## src/rtl/fifo_queue_unique_keys_defines.svh

```systemverilog
// assertion macros for the unique-key queue
// expects clk and rst in the scope of each use
`ifndef FIFO_QUEUE_UNIQUE_KEYS_DEFINES_SVH
`define FIFO_QUEUE_UNIQUE_KEYS_DEFINES_SVH

// consequent must hold in the same cycle
`define FQU_ASSERT_NOW(label, ante, cons, msg) \
  label: assert property (@(posedge clk) disable iff (rst) (ante) |-> (cons)) else $error(msg);

// consequent must hold in the next cycle
`define FQU_ASSERT_NEXT(label, ante, cons, msg) \
  label: assert property (@(posedge clk) disable iff (rst) (ante) |=> (cons)) else $error(msg);

`endif

```

## src/rtl/fqu_pkg.sv

```systemverilog
// types and codes shared by the unique-key queue
// no dependencies
package fqu_pkg;

  localparam int FQU_DEPTH = 16;

  localparam int KEY_W  = 32;
  localparam int STAT_W = 3;
  localparam int CNT_W  = 5;

  localparam logic [1:0] REQ_ENQ = 2'd0;
  localparam logic [1:0] REQ_DEQ = 2'd1;
  localparam logic [1:0] REQ_QRY = 2'd2;
  localparam logic [1:0] REQ_DSP = 2'd3;

  localparam logic [STAT_W-1:0] ST_OK    = 3'd0;
  localparam logic [STAT_W-1:0] ST_DUP   = 3'd1;
  localparam logic [STAT_W-1:0] ST_UNDER = 3'd2;
  localparam logic [STAT_W-1:0] ST_FULL  = 3'd3;
  localparam logic [STAT_W-1:0] ST_EMPTY = 3'd4;

  typedef struct packed {
    logic [1:0]              req_type;
    logic signed [KEY_W-1:0] new_key;
    logic signed [KEY_W-1:0] new_data;
  } req_t;

  typedef struct packed {
    logic [STAT_W-1:0]       status;
    logic [CNT_W-1:0]        entry_count;
    logic                    is_empty;
    logic signed [KEY_W-1:0] entry_key;
    logic signed [KEY_W-1:0] entry_data;
    logic                    last;
  } rsp_t;

  typedef struct packed {
    logic signed [KEY_W-1:0] key;
    logic signed [KEY_W-1:0] data;
  } entry_t;

endpackage

```

## src/rtl/fqu_chan_if.sv

```systemverilog
// valid/ready channel carrying one payload struct per item
// payload type comes from fqu_pkg at the point of instantiation
interface fqu_chan_if #(
  parameter type payload_t = logic
) ();
  logic     valid;
  logic     ready;
  payload_t data;

  modport source (output valid, output data, input ready);
  modport sink (input valid, input data, output ready);
endinterface

```

## src/rtl/fqu_store.sv

```systemverilog
// entry ring storage: one write port, one read port with registered data
// depends on fqu_pkg for entry_t
module fqu_store
  import fqu_pkg::*;
#(
  parameter int DEPTH = FQU_DEPTH
) (
  input  logic                     clk,
  input  logic                     wr_en,
  input  logic [$clog2(DEPTH)-1:0] wr_addr,
  input  entry_t                   wr_entry,
  input  logic                     rd_en,
  input  logic [$clog2(DEPTH)-1:0] rd_addr,
  output entry_t                   rd_entry
);

  entry_t mem [DEPTH];

  always_ff @(posedge clk) begin
    if (wr_en) begin
      mem[wr_addr] <= wr_entry;
    end
  end

  always_ff @(posedge clk) begin
    if (rd_en) begin
      rd_entry <= mem[rd_addr];
    end
  end

endmodule

```

## src/rtl/fifo_queue_unique_keys.sv

```systemverilog
// Queue of key/data pairs in a ring of DEPTH entries with a duplicate-key check on
// enqueue. One request is taken at a time; req.ready is low while a request is being
// worked on or its result waits on rsp. Dequeue and query finish in the accept cycle.
// Enqueue into an empty queue also finishes at once; otherwise it walks the stored keys
// from oldest to newest through the single read port of the entry memory, one key a
// cycle once the first registered read returns, and stops early on a match. Display of
// a non-empty queue walks the same port and emits one entry per cycle while rsp keeps
// ready high; an empty queue answers display at once. The storage needs no clearing
// after reset.
`include "fifo_queue_unique_keys_defines.svh"

module fifo_queue_unique_keys
  import fqu_pkg::*;
#(
  parameter int DEPTH = FQU_DEPTH
) (
  input logic        clk,
  input logic        rst,
  fqu_chan_if.sink   req,
  fqu_chan_if.source rsp
);

  localparam int AW = $clog2(DEPTH);
  localparam int CW = $clog2(DEPTH + 1);

  localparam logic [1:0] S_IDLE = 2'd0;
  localparam logic [1:0] S_SCAN = 2'd1;
  localparam logic [1:0] S_DISP = 2'd2;

  logic [1:0]              state;
  logic [AW-1:0]           head;
  logic [AW-1:0]           tail;
  logic [CW-1:0]           count;
  logic [AW-1:0]           ptr;
  logic [CW-1:0]           issue_cnt;
  logic [CW-1:0]           chk_cnt;
  logic                    rd_vld;
  logic signed [KEY_W-1:0] key_reg;
  logic signed [KEY_W-1:0] data_reg;
  logic                    out_valid;
  rsp_t                    out_data;

  logic   accept;
  logic   walking;
  logic   consume;
  logic   issue;
  logic   last_chk;
  logic   full;
  logic   wr_en;
  entry_t wr_entry;
  entry_t rd_entry;

  function automatic logic [AW-1:0] ring_next(input logic [AW-1:0] s);
    ring_next = (s == AW'(DEPTH - 1)) ? '0 : s + AW'(1);
  endfunction

  function automatic rsp_t mk_rsp(input logic [STAT_W-1:0] st, input logic [CW-1:0] cnt,
                                  input logic signed [KEY_W-1:0] k,
                                  input logic signed [KEY_W-1:0] d, input logic fin);
    rsp_t r;
    r.status      = st;
    r.entry_count = CNT_W'(cnt);
    r.is_empty    = (cnt == '0);
    r.entry_key   = k;
    r.entry_data  = d;
    r.last        = fin;
    mk_rsp = r;
  endfunction

  // no request is taken while reset is held
  assign req.ready = !rst && (state == S_IDLE) && !out_valid;
  assign rsp.valid = out_valid;
  assign rsp.data  = out_data;

  assign accept   = req.valid && req.ready;
  assign walking  = (state == S_SCAN) || (state == S_DISP);
  assign consume  = rd_vld && ((state == S_SCAN) || !out_valid || rsp.ready);
  assign issue    = walking && (issue_cnt != count) && (!rd_vld || consume);
  assign last_chk = (chk_cnt + CW'(1)) == count;
  assign full     = (count == CW'(DEPTH));

  // write at the tail: from the request when empty, else after a clean scan if not full
  always_comb begin
    wr_en    = 1'b0;
    wr_entry = '{key: key_reg, data: data_reg};
    if (accept && req.data.req_type == REQ_ENQ && count == '0) begin
      wr_en    = 1'b1;
      wr_entry = '{key: req.data.new_key, data: req.data.new_data};
    end else if (state == S_SCAN && rd_vld && rd_entry.key != key_reg && last_chk && !full) begin
      wr_en = 1'b1;
    end
  end

  fqu_store #(
    .DEPTH (DEPTH)
  ) u_store (
    .clk      (clk),
    .wr_en    (wr_en),
    .wr_addr  (tail),
    .wr_entry (wr_entry),
    .rd_en    (issue),
    .rd_addr  (ptr),
    .rd_entry (rd_entry)
  );

  always_ff @(posedge clk) begin
    if (rsp.ready) begin
      out_valid <= 1'b0;
    end

    if (issue) begin
      ptr       <= ring_next(ptr);
      issue_cnt <= issue_cnt + CW'(1);
      rd_vld    <= 1'b1;
    end else if (consume) begin
      rd_vld <= 1'b0;
    end

    case (state)
      S_IDLE: begin
        if (accept) begin
          case (req.data.req_type)
            REQ_ENQ: begin
              if (count == '0) begin
                tail      <= ring_next(tail);
                count     <= CW'(1);
                out_valid <= 1'b1;
                out_data  <= mk_rsp(ST_OK, CW'(1), '0, '0, 1'b1);
              end else begin
                key_reg   <= req.data.new_key;
                data_reg  <= req.data.new_data;
                ptr       <= head;
                issue_cnt <= '0;
                chk_cnt   <= '0;
                state     <= S_SCAN;
              end
            end
            REQ_DEQ: begin
              out_valid <= 1'b1;
              if (count == '0) begin
                out_data <= mk_rsp(ST_UNDER, count, '0, '0, 1'b1);
              end else begin
                head     <= ring_next(head);
                count    <= count - CW'(1);
                out_data <= mk_rsp(ST_OK, count - CW'(1), '0, '0, 1'b1);
              end
            end
            REQ_QRY: begin
              out_valid <= 1'b1;
              out_data  <= mk_rsp(ST_OK, count, '0, '0, 1'b1);
            end
            REQ_DSP: begin
              if (count == '0) begin
                out_valid <= 1'b1;
                out_data  <= mk_rsp(ST_EMPTY, count, '0, '0, 1'b1);
              end else begin
                ptr       <= head;
                issue_cnt <= '0;
                chk_cnt   <= '0;
                state     <= S_DISP;
              end
            end
            default: ;
          endcase
        end
      end
      S_SCAN: begin
        if (rd_vld) begin
          chk_cnt <= chk_cnt + CW'(1);
          if (rd_entry.key == key_reg) begin
            out_valid <= 1'b1;
            out_data  <= mk_rsp(ST_DUP, count, '0, '0, 1'b1);
            rd_vld    <= 1'b0;
            state     <= S_IDLE;
          end else if (last_chk) begin
            out_valid <= 1'b1;
            rd_vld    <= 1'b0;
            state     <= S_IDLE;
            if (full) begin
              out_data <= mk_rsp(ST_FULL, count, '0, '0, 1'b1);
            end else begin
              tail     <= ring_next(tail);
              count    <= count + CW'(1);
              out_data <= mk_rsp(ST_OK, count + CW'(1), '0, '0, 1'b1);
            end
          end
        end
      end
      S_DISP: begin
        if (consume) begin
          chk_cnt   <= chk_cnt + CW'(1);
          out_valid <= 1'b1;
          out_data  <= mk_rsp(ST_OK, count, rd_entry.key, rd_entry.data, last_chk);
          if (last_chk) begin
            rd_vld <= 1'b0;
            state  <= S_IDLE;
          end
        end
      end
      default: begin
        state <= S_IDLE;
      end
    endcase

    if (rst) begin
      state     <= S_IDLE;
      head      <= '0;
      tail      <= '0;
      count     <= '0;
      rd_vld    <= 1'b0;
      out_valid <= 1'b0;
    end
  end

  `FQU_ASSERT_NOW(a_count_bound, 1'b1, count <= CW'(DEPTH), "fill count above depth")
  `FQU_ASSERT_NOW(a_ready_free, req.ready, !rsp.valid, "request taken while a result waits")
  `FQU_ASSERT_NOW(a_issue_bound, walking, issue_cnt <= count, "read walk past the fill")
  `FQU_ASSERT_NEXT(a_scan_done, state == S_SCAN && rd_vld && last_chk, rsp.valid && state == S_IDLE,
                   "scan ended without a result")

endmodule

```

## src/flat_wrapper.sv

```systemverilog
// flat-port wrapper written by rule: the top's interface ports become plain ports
module fifo_queue_unique_keys_flat import fqu_pkg::*;
#(
  parameter int DEPTH = FQU_DEPTH
)
  (clk, rst, req_valid, req_data, req_ready, rsp_valid, rsp_data, rsp_ready);
  fqu_chan_if #(.payload_t(req_t)) req_i ();
  fqu_chan_if #(.payload_t(rsp_t)) rsp_i ();
  input logic clk;
  input logic rst;
  input wire logic [$bits(req_i.valid)-1:0] req_valid;
  input wire logic [$bits(req_i.data)-1:0] req_data;
  output wire logic [$bits(req_i.ready)-1:0] req_ready;
  output wire logic [$bits(rsp_i.valid)-1:0] rsp_valid;
  output wire logic [$bits(rsp_i.data)-1:0] rsp_data;
  input wire logic [$bits(rsp_i.ready)-1:0] rsp_ready;
  assign req_i.valid = req_valid;
  assign req_i.data = req_data;
  assign req_ready = req_i.ready;
  assign rsp_valid = rsp_i.valid;
  assign rsp_data = rsp_i.data;
  assign rsp_i.ready = rsp_ready;
  fifo_queue_unique_keys #(.DEPTH(DEPTH)) u_core (.clk(clk), .rst(rst), .req(req_i), .rsp(rsp_i));
endmodule
```

## config.mk

```make
export PLATFORM = sky130hd
export DESIGN_NAME = fifo_queue_unique_keys_flat
export DESIGN_NICKNAME = d
export VERILOG_FILES = /design/src/rtl/fqu_pkg.sv /design/src/rtl/fqu_chan_if.sv /design/src/rtl/fqu_store.sv /design/src/rtl/fifo_queue_unique_keys.sv /design/src/flat_wrapper.sv
export VERILOG_INCLUDE_DIRS = /design/src /design/src/rtl
export SDC_FILE = /design/constraint.sdc
export NUM_CORES = 1
export LEC_CHECK = 0
export BUFFER_PORTS_ARGS = -buffer_cell sky130_fd_sc_hd__buf_4
export CORE_AREA = 2 2 300 302
export DETAILED_ROUTE_END_ITERATION = 7
export DIE_AREA = 0 0 302 304
export PLACE_DENSITY = 0.74
export SYNTH_ARGS = -nofsm -noshare
export SYNTH_HDL_FRONTEND = slang
export SYNTH_HIERARCHICAL = 1
export SYNTH_SLANG_ARGS = --single-unit
export TNS_END_PERCENT = 100
```

## constraint.sdc

```tcl
create_clock -name clk -period 15.73 [get_ports clk]
set_input_delay 3.9325 -clock clk [delete_from_list [all_inputs] [get_ports clk]]
set_output_delay 3.9325 -clock clk [all_outputs]
set_load 0.01 [all_outputs]
```

# Word level (Yosys, flattened, before mapping)
# Memories as Yosys holds them, arrays and structs flattened. A register that Yosys moved wholly into a read port is not among the register bits.
# Index checks and enable logic that the tools add are counted.
# totals
regBits	169
latch_bits	0
mem_bits_rw	1024
mem_bits_ro	0
input_bits	70
output_inout_bits	76
mem_count	1
# classes
add_sub_neg	7
multipliers	0
n_div	0
magnitude_cmp	0
eq_ne	31
n_shift	0
n_mux	77
bitwise	1
reduce_logical	36
# mem_list
memory	words	word_bits	rd	rd_ports_with_merged_regs	wr	line	text
u_core.u_store.mem	16	64	1	1	1	fqu_store.sv:17	entry_t mem [DEPTH];
# ops
cell	n
$mux W74	7
$pmux W74 S4	1
$pmux W74 S3	1
$mux W73	2
$mux W5	17
$mux W64	1
$mux W4	15
$eq A32 B32 Y1	1
$ne A32 B32 Y1	1
$ne A3 B3 Y1 const B	7
$pmux W5 S2	2
$mux W1	17
$add A5 B1 Y5 const B	3
$logic_not A5 Y1	3
$pmux W5 S3	1
$mux W2	7
$add A4 B1 Y4 const B	3
$eq A4 B4 Y1 const B	3
$logic_and A1 B1 Y1	12
$ne A2 B2 Y1 const B	6
$reduce_and A6 Y1	2
$reduce_and A9 Y1	1
$ne A2 B1 Y1 const B	4
$pmux W4 S2	1
other kinds (21)	34

# Logic depth before layout (Yosys ltp)
# Gate-level depths: netlist of run 1.
# depth
ltp_word	11
depth_mapped	11
depth_no_buf	9

# By module
# The synthesis of run 1 kept the hierarchy.
# modules_own_cells
module	n_inst	cells_each	area_each_um2
fqu_store	1	1647	40222.3
fifo_queue_unique_keys	1	646	8237.9

# Worst setup path before layout of run 1
# OpenSTA, ideal clock, no wires.
# synth_timing
path_kind	input to register
start	input rst
end	register u_core.out_data (netlist bit u_core/rsp.data[0]), enable pin
setup_ns	0.899
t_arrival_ns	16.369
required_ns	14.831
setup_slack_ns	-1.538
cell_stages	5
path_cell_list	clkbuf_1 > nor3b_1 > and2_1 > o21ai_0 > a2111oi_0
# synth_between
elab_chain_cells	6
# synth_lines
item	line	text
start, declared	flat_wrapper.sv:10	input logic rst;
$logic_not A1 Y1	fifo_queue_unique_keys.sv:71	assign req.ready = !rst && (state == S_IDLE) && !out_valid;
$logic_and A1 B1 Y1 (2 in series)	fifo_queue_unique_keys.sv:71	
named net req_ready	flat_wrapper.sv:13	output wire logic [$bits(req_i.ready)-1:0] req_ready;
$logic_and A1 B1 Y1	fifo_queue_unique_keys.sv:75	assign accept = req.valid && req.ready;
$ne A2 B1 Y1 (no source line)	-	
$reduce_and A7 Y1 (no source line)	-	
end signal, assigned	fifo_queue_unique_keys.sv:128	out_data <= mk_rsp(ST_OK, CW'(1), '0, '0, 1'b1);
end signal, assigned	fifo_queue_unique_keys.sv:141	out_data <= mk_rsp(ST_UNDER, count, '0, '0, 1'b1);
end signal, assigned	fifo_queue_unique_keys.sv:145	out_data <= mk_rsp(ST_OK, count - CW'(1), '0, '0, 1'b1);
end, declared	fifo_queue_unique_keys.sv:41	rsp_t out_data;
# The timed path passes the listed nets, and every way through them passes these cells.
# A chain may end at the register's enable or synchronous reset.

# Worst setup path in the final report of run 1
# layout_timing
start	input rst
end	output req_ready
# layout_between
elab_chain_cells	3
# layout_lines
item	line
$logic_not A1 Y1	fifo_queue_unique_keys.sv:71
$logic_and A1 B1 Y1 (2 in series)	fifo_queue_unique_keys.sv:71
end, declared	flat_wrapper.sv:13
# No other way between the ends.

==> results of run 1 <==
worst paths after layout:
path	start	slack, ps	cells after the start	end
worst max-delay path	rst	7140	3	req_ready
worst max register to register	u_core/state[0]	10310	9	u_core/u_store/mem[9][31]
worst min-delay path	u_core/head[3]	520	2	u_core/ptr[3]
worst min register to register	u_core/head[3]	520	2	u_core/ptr[3]
critical path, cell delays in order:
cell and delay [ps]:
buf_4 190, nor3b_1 340, buf_4 190
layout by cell type, fill, tap and decap left out, types with 3 or more instances in the layout:
cell type / instances
dfxtp_1: 24
clkbuf_1: 20
nor3b_1: 4
mux2_2: 64
nand3_1: 17
clkinv_1: 27
bufinv_16: 15
buf_4: 185
nor2b_1: 8
nor3_1: 8
mux2i_1: 8
clkbuf_16: 118
nor2b_4: 3
nor2_4: 13
inv_1: 12
clkinv_2: 22
nand4_1: 12
nand2b_1: 5
and3_1: 4
nand3b_1: 3
and2_1: 68
inv_6: 3
a22oi_1: 132
xor2_1: 10
o21ai_0: 16
clkinvlp_4: 5
mux4_2: 256
a21oi_1: 19
xnor2_1: 44
nor3_2: 4
nor2_1: 31
nand2_1: 104
a221oi_1: 3
edfxtp_1: 1231
ha_1: 19
a31oi_1: 6
logic make-up after synthesis:
family | after synthesis | share of synthesized area
flops | 1257 | 0.774
buf+inv | 129 | 0.0131
compound gates | 203 | 0.0302
fa+ha+maj | 20 | 0.00516
mux | 329 | 0.136
simple gates | 299 | 0.0315
xor+xnor | 56 | 0.0107
power breakdown:
group / internal, mW / leakage [nW] / switching, mW
Combinational: 0.871 / 4.20 / 1.01
Clock: 1.62 / 1.87 / 1.20
Sequential: 4.01 / 11.3 / 0.149
layer usage:
metal	global-route usage	routed length (um)
met4	0.0822	3400
met1	0.334	42300
met3	0.0450	9450
met5	0	27
met2	0.386	54200
cell type report:
class / count / area (um^2)
well taps: 1176 / 1470
clock buffers: 138 / 3030
clock inverters: 77 / 823
multi-input cells: 907 / 10500
inverters: 13 / 48.8
flip-flops and latches: 1257 / 37500
repair buffers: 187 / 1430
fillers: 5963 / 34200
==> metrics, run 1 <==
Post-CTS Setup Repair Bufs=0; area of the core=just under 0.09 mm^2; number of synthesized flops with an enable pin=between 1k and 1.5k; Root Driver=clkbuf_16; clk sinks=between 1k and 1.5k; dpl hpwl=approximately 57000 um; # diodes=0; Total GRT Usage=0.240; syn nets=2383; hold buffers post-CTS=0; slew margin rel.=0.141; placed inst area=between 0.05 and 0.06 mm^2; Pwr Total=a little under 9 mW; Synth top area share=0.763; Period minus WS final=8590 ps; setup ws final=around 7000 ps; max-slew violation count=0; syn_area_per_cell=21.1 um^2; Clock transition at path regs=~60 ps; CP startpoint kind=input port; Yosys cell types=64; Clock Latency Late Sink=about 710 ps; hold_ws=between 500 and 600 ps; drt pass-1 iters=8; Area contributors post-synth=edfxtp_1 (76%), mux4_2 (12%), a22oi_1 (2.0%), mux2_2 (1.5%), dfxtp_1 (1.1%); Starting Density=0.544; Largest register FFs=1024; Crit path required time=between 10000 and 15000 ps; synthesized cell area=slightly below 0.05 mm^2; Die Y=roughly 300 um; worst min path class=reg2reg; layout cell share with drive strength beyond 1=0.277; Syn Inst Count=around 2.3k; PD cells=approximately 160 mW/mm^2; Rows=110; status=completed; Setup Skew=just over 50 ps; pin count of the biggest net entering global routing=between 100 and 150; ys async rst share=0; setup tns final=0 ps; Vias=approximately 24k; nets@finish=~2.6k; final setup vio count=0; area added between synthesis and finish=13.1%; kind of critical path=in2out; fin cells=between 3k and 4k; cell area after layout=about 0.055 mm^2; sequential area share after synthesis=0.774; global-route wire length before repair=around 160000 um; Clock Path Buffers=3; Final Hold Viols=0; Inserted Clock Buffers=between 100 and 150; post-synthesis sequential element count=between 1k and 1.5k; WL final=about 110000 um; Worst setup EP type=output port; initial DRC count=2688; VDD IR-drop max=~130 uV; placer congestion estimate=between 0.8 and 0.9; width of the die=~300 um; fmax=roughly 0.12 GHz; period utilisation layout=0.546; Ports=between 100 and 150; Port-buffer cells=145; Synth top cells by count=edfxtp_1 (1231), mux4_2 (256), a22oi_1 (132); Ys Warns=6; post-place setup slack=approximately 7100 ps; post-CTS resize count=0; unrepaired setup endpoints after global routing=false; max-capacitance violation count=0; antenna-violating nets left=0; CTS tree=built; initial antenna violation count=3; number of global-route vias before repair=24.0k; Crit Path Max Fanout=19; Layout Utilization=0.615; ys flop type=edfxtp_1; detail-routed net length per standard cell=around 29 um; Critical Path AT=approximately 4700 ps; Post-route DRC=0; Cells after DPL=roughly 3.5k; total grt overflow=0; H-tree depth=3; P_leak=roughly 17 nW; largest area contributor in the netlist=edfxtp_1; via/cell ratio=between 6 and 7; most frequent cell after synthesis=edfxtp_1; Tightest Pin Transition=between 1000 and 1500 ps; die area=0.0918 mm^2
No activity file was read; power rests on OpenSTA's default activity.
==> inputs of run 2 (changes only) <==
Settings changed: PLACE_DENSITY 0.74 to 0.71.
Clock period 15.73 ns to 8.6 ns, I/O delays scaled along.
==> run 2 against run 1 <==
  * Global-route usage decreased by 0.87 points
  * Worst setup slack got worse by 4000 ps
  * Die area unchanged
  * Non-clock buffer count decreased by 2
  * Via count decreased by 1.5%
  * Sequential power increased by 82%
  * Clock power increased by 86%
  * Wire length decreased by 3.6%
  * Register-to-register slack got worse by 6700 ps
  * Largest power group unchanged
  * Highest routed layer unchanged
==> metrics, run 2 (synthesis gave the netlist of run 1 again) <==
status=completed; Inserted Clock Buffers=120 (+1.7%); most common cell after layout, fill and taps aside=edfxtp_1; area of the core=0.0890 mm^2 (unchanged); Die Y=304 um (unchanged); max-slew violation count=0 (unchanged); cell area after layout=0.0549 mm^2 (+0.24%); number of global-route vias before repair=23.8k (-1.1%); Critical Path AT=5800 ps (+1140 ps); placer congestion estimate=0.800 (-8.0%); slew margin rel.=0.255 (+0.114); Final Hold Viols=0 (unchanged); Crit Path Max Fanout=45 (+26); antenna-violating nets left=0 (unchanged); fmax=~0.18 GHz; CTS tree=built; global-route wire length before repair=156000 um (-2.8%); clk sinks=1257 (unchanged); kind of critical path=in2reg; total grt overflow=0 (unchanged); Largest register FFs=1024 (unchanged); Root Driver=clkbuf_16; pin count of the biggest net entering global routing=156 (+36%); Ports=146 (unchanged); FILL cells=6001 (+0.64%); worst path buffer plus inverter count=2 (unchanged); period utilisation layout=0.638; Tightest Pin Transition=1120 ps (-167 ps); Setup Skew=31.4 ps (-19.8 ps); VDD IR-drop max=314 uV (+140%); # diodes=0 (unchanged); Layout Utilization=0.617 (+0.00148); Worst setup EP type=flip-flop; Vias=23.3k (-1.5%); Clock transition at path regs=60 ps (about the same); Post-CTS Setup Repair Bufs=0 (unchanged); critical path's largest stage delay=760 ps (+420 ps); Period minus WS final=around 5500 ps; post-CTS resize count=0 (unchanged); Reg2Reg Setup Slack=3610 ps (-6700 ps); final setup vio count=0 (unchanged); CP startpoint kind=input port; Clock Path Buffers=3 (unchanged); Rows=110 (unchanged); Starting Density=0.544 (unchanged); setup tns final=0 ps (unchanged); P_leak=17.4 nW (about the same); fin cells=3761 (+0.16%); WL final=105000 um (-3.6%); placed inst area=0.0510 mm^2 (about the same); FF+latch area=0.0375 mm^2 (unchanged); unrepaired setup endpoints after global routing=false; PD cells=297 mW/mm^2 (+83%); initial DRC count=2430 (-9.6%); Total GRT Usage=0.231 (-0.00870); hold buffers post-CTS=0 (unchanged); max-capacitance violation count=0 (unchanged); area added between synthesis and finish=13.4%; crit-path cells=buf_4 > nor3b_1 > and2_1 > nand3_4 > nand2_1 > or3b_2 > nor2_4 > buf_4; Clock Latency Late Sink=710 ps (about the same); worst min path class=reg2reg; layout cell share with drive strength beyond 1=0.276 (-0.00103); Port-buffer cells=145 (unchanged); drt pass-1 iters=5 (-3); Multi-input gate area=0.0106 mm^2 (+0.39%); detail-routed net length per standard cell=28.0 um (-3.7%); H-tree depth=3 (unchanged); Cells after DPL=3538 (-0.056%); Post-route DRC=0 (unchanged); CP delay by family, top=simple AND/OR/NAND/NOR gates; via/cell ratio=6.18 (-1.6%); dpl hpwl=56900 um (+0.67%); Crit path required time=8910 ps (-2890 ps); slowest CP cell=buf_4; width of the die=302 um (unchanged); most frequent cells in the layout=edfxtp_1 (1231), mux4_2 (256), buf_4 (182), a22oi_1 (132), clkbuf_16 (121); initial antenna violation count=2 (-1); die area=0.0918 mm^2 (unchanged); hold_ws=517 ps (-6.60 ps); nets@finish=2574 (unchanged); Critical Path Most Common Cell=buf_4
[run 2: worst paths after layout]
path	cells after the start	from	end
worst max-delay path	8	rst	u_core/u_store/mem[2][60]
worst min register to register	1	u_core/u_store/rd_entry[18]	u_core/rsp.data[19]
worst max register to register	9	u_core/count[4]	u_core/u_store/mem[2][60]
worst min-delay path	1	u_core/u_store/rd_entry[18]	u_core/rsp.data[19]
[run 2: power breakdown]
| group | total [mW] | internal (mW) | leakage, nW | switching (mW) |
|---|---|---|---|---|
| logic | 3.48 | 1.60 | 4.17 | 1.88 |
| registers | 7.57 | 7.33 | 11.3 | 0.243 |
| clock network | 5.24 | 3.01 | 1.91 | 2.23 |
| total | 16.3 | 11.9 | 17.4 | 4.35 |
[run 2: through the flow]
stage          setup slack, ps  total power [mW]
3_5_place_dp              2430              11.2
6_report                  3110              16.3
2_1_floorplan              393              10.1
4_1_cts                   3130              16.4
5_1_grt                   2950              16.9
3_3_place_gp              2450              11.2
[run 2: layer usage]
layer / track usage / vias up / share of wire
met5: 0 / - / 0.00012
met4: 0.0684 / 2 / 0.023
met3: 0.0363 / 148 / 0.073
met2: 0.384 / 1013 / 0.51
met1: 0.321 / 12300 / 0.40
li1: - / 9844 / -
[run 2: area by class of cell]
class,count,share of cell area
well taps,1176,0.0268
clock inverters,70,0.0139
repair buffers,185,0.0260
multi-input cells,907,0.192
inverters,13,0.000888
clock buffers,153,0.0579
flip-flops and latches,1257,0.683
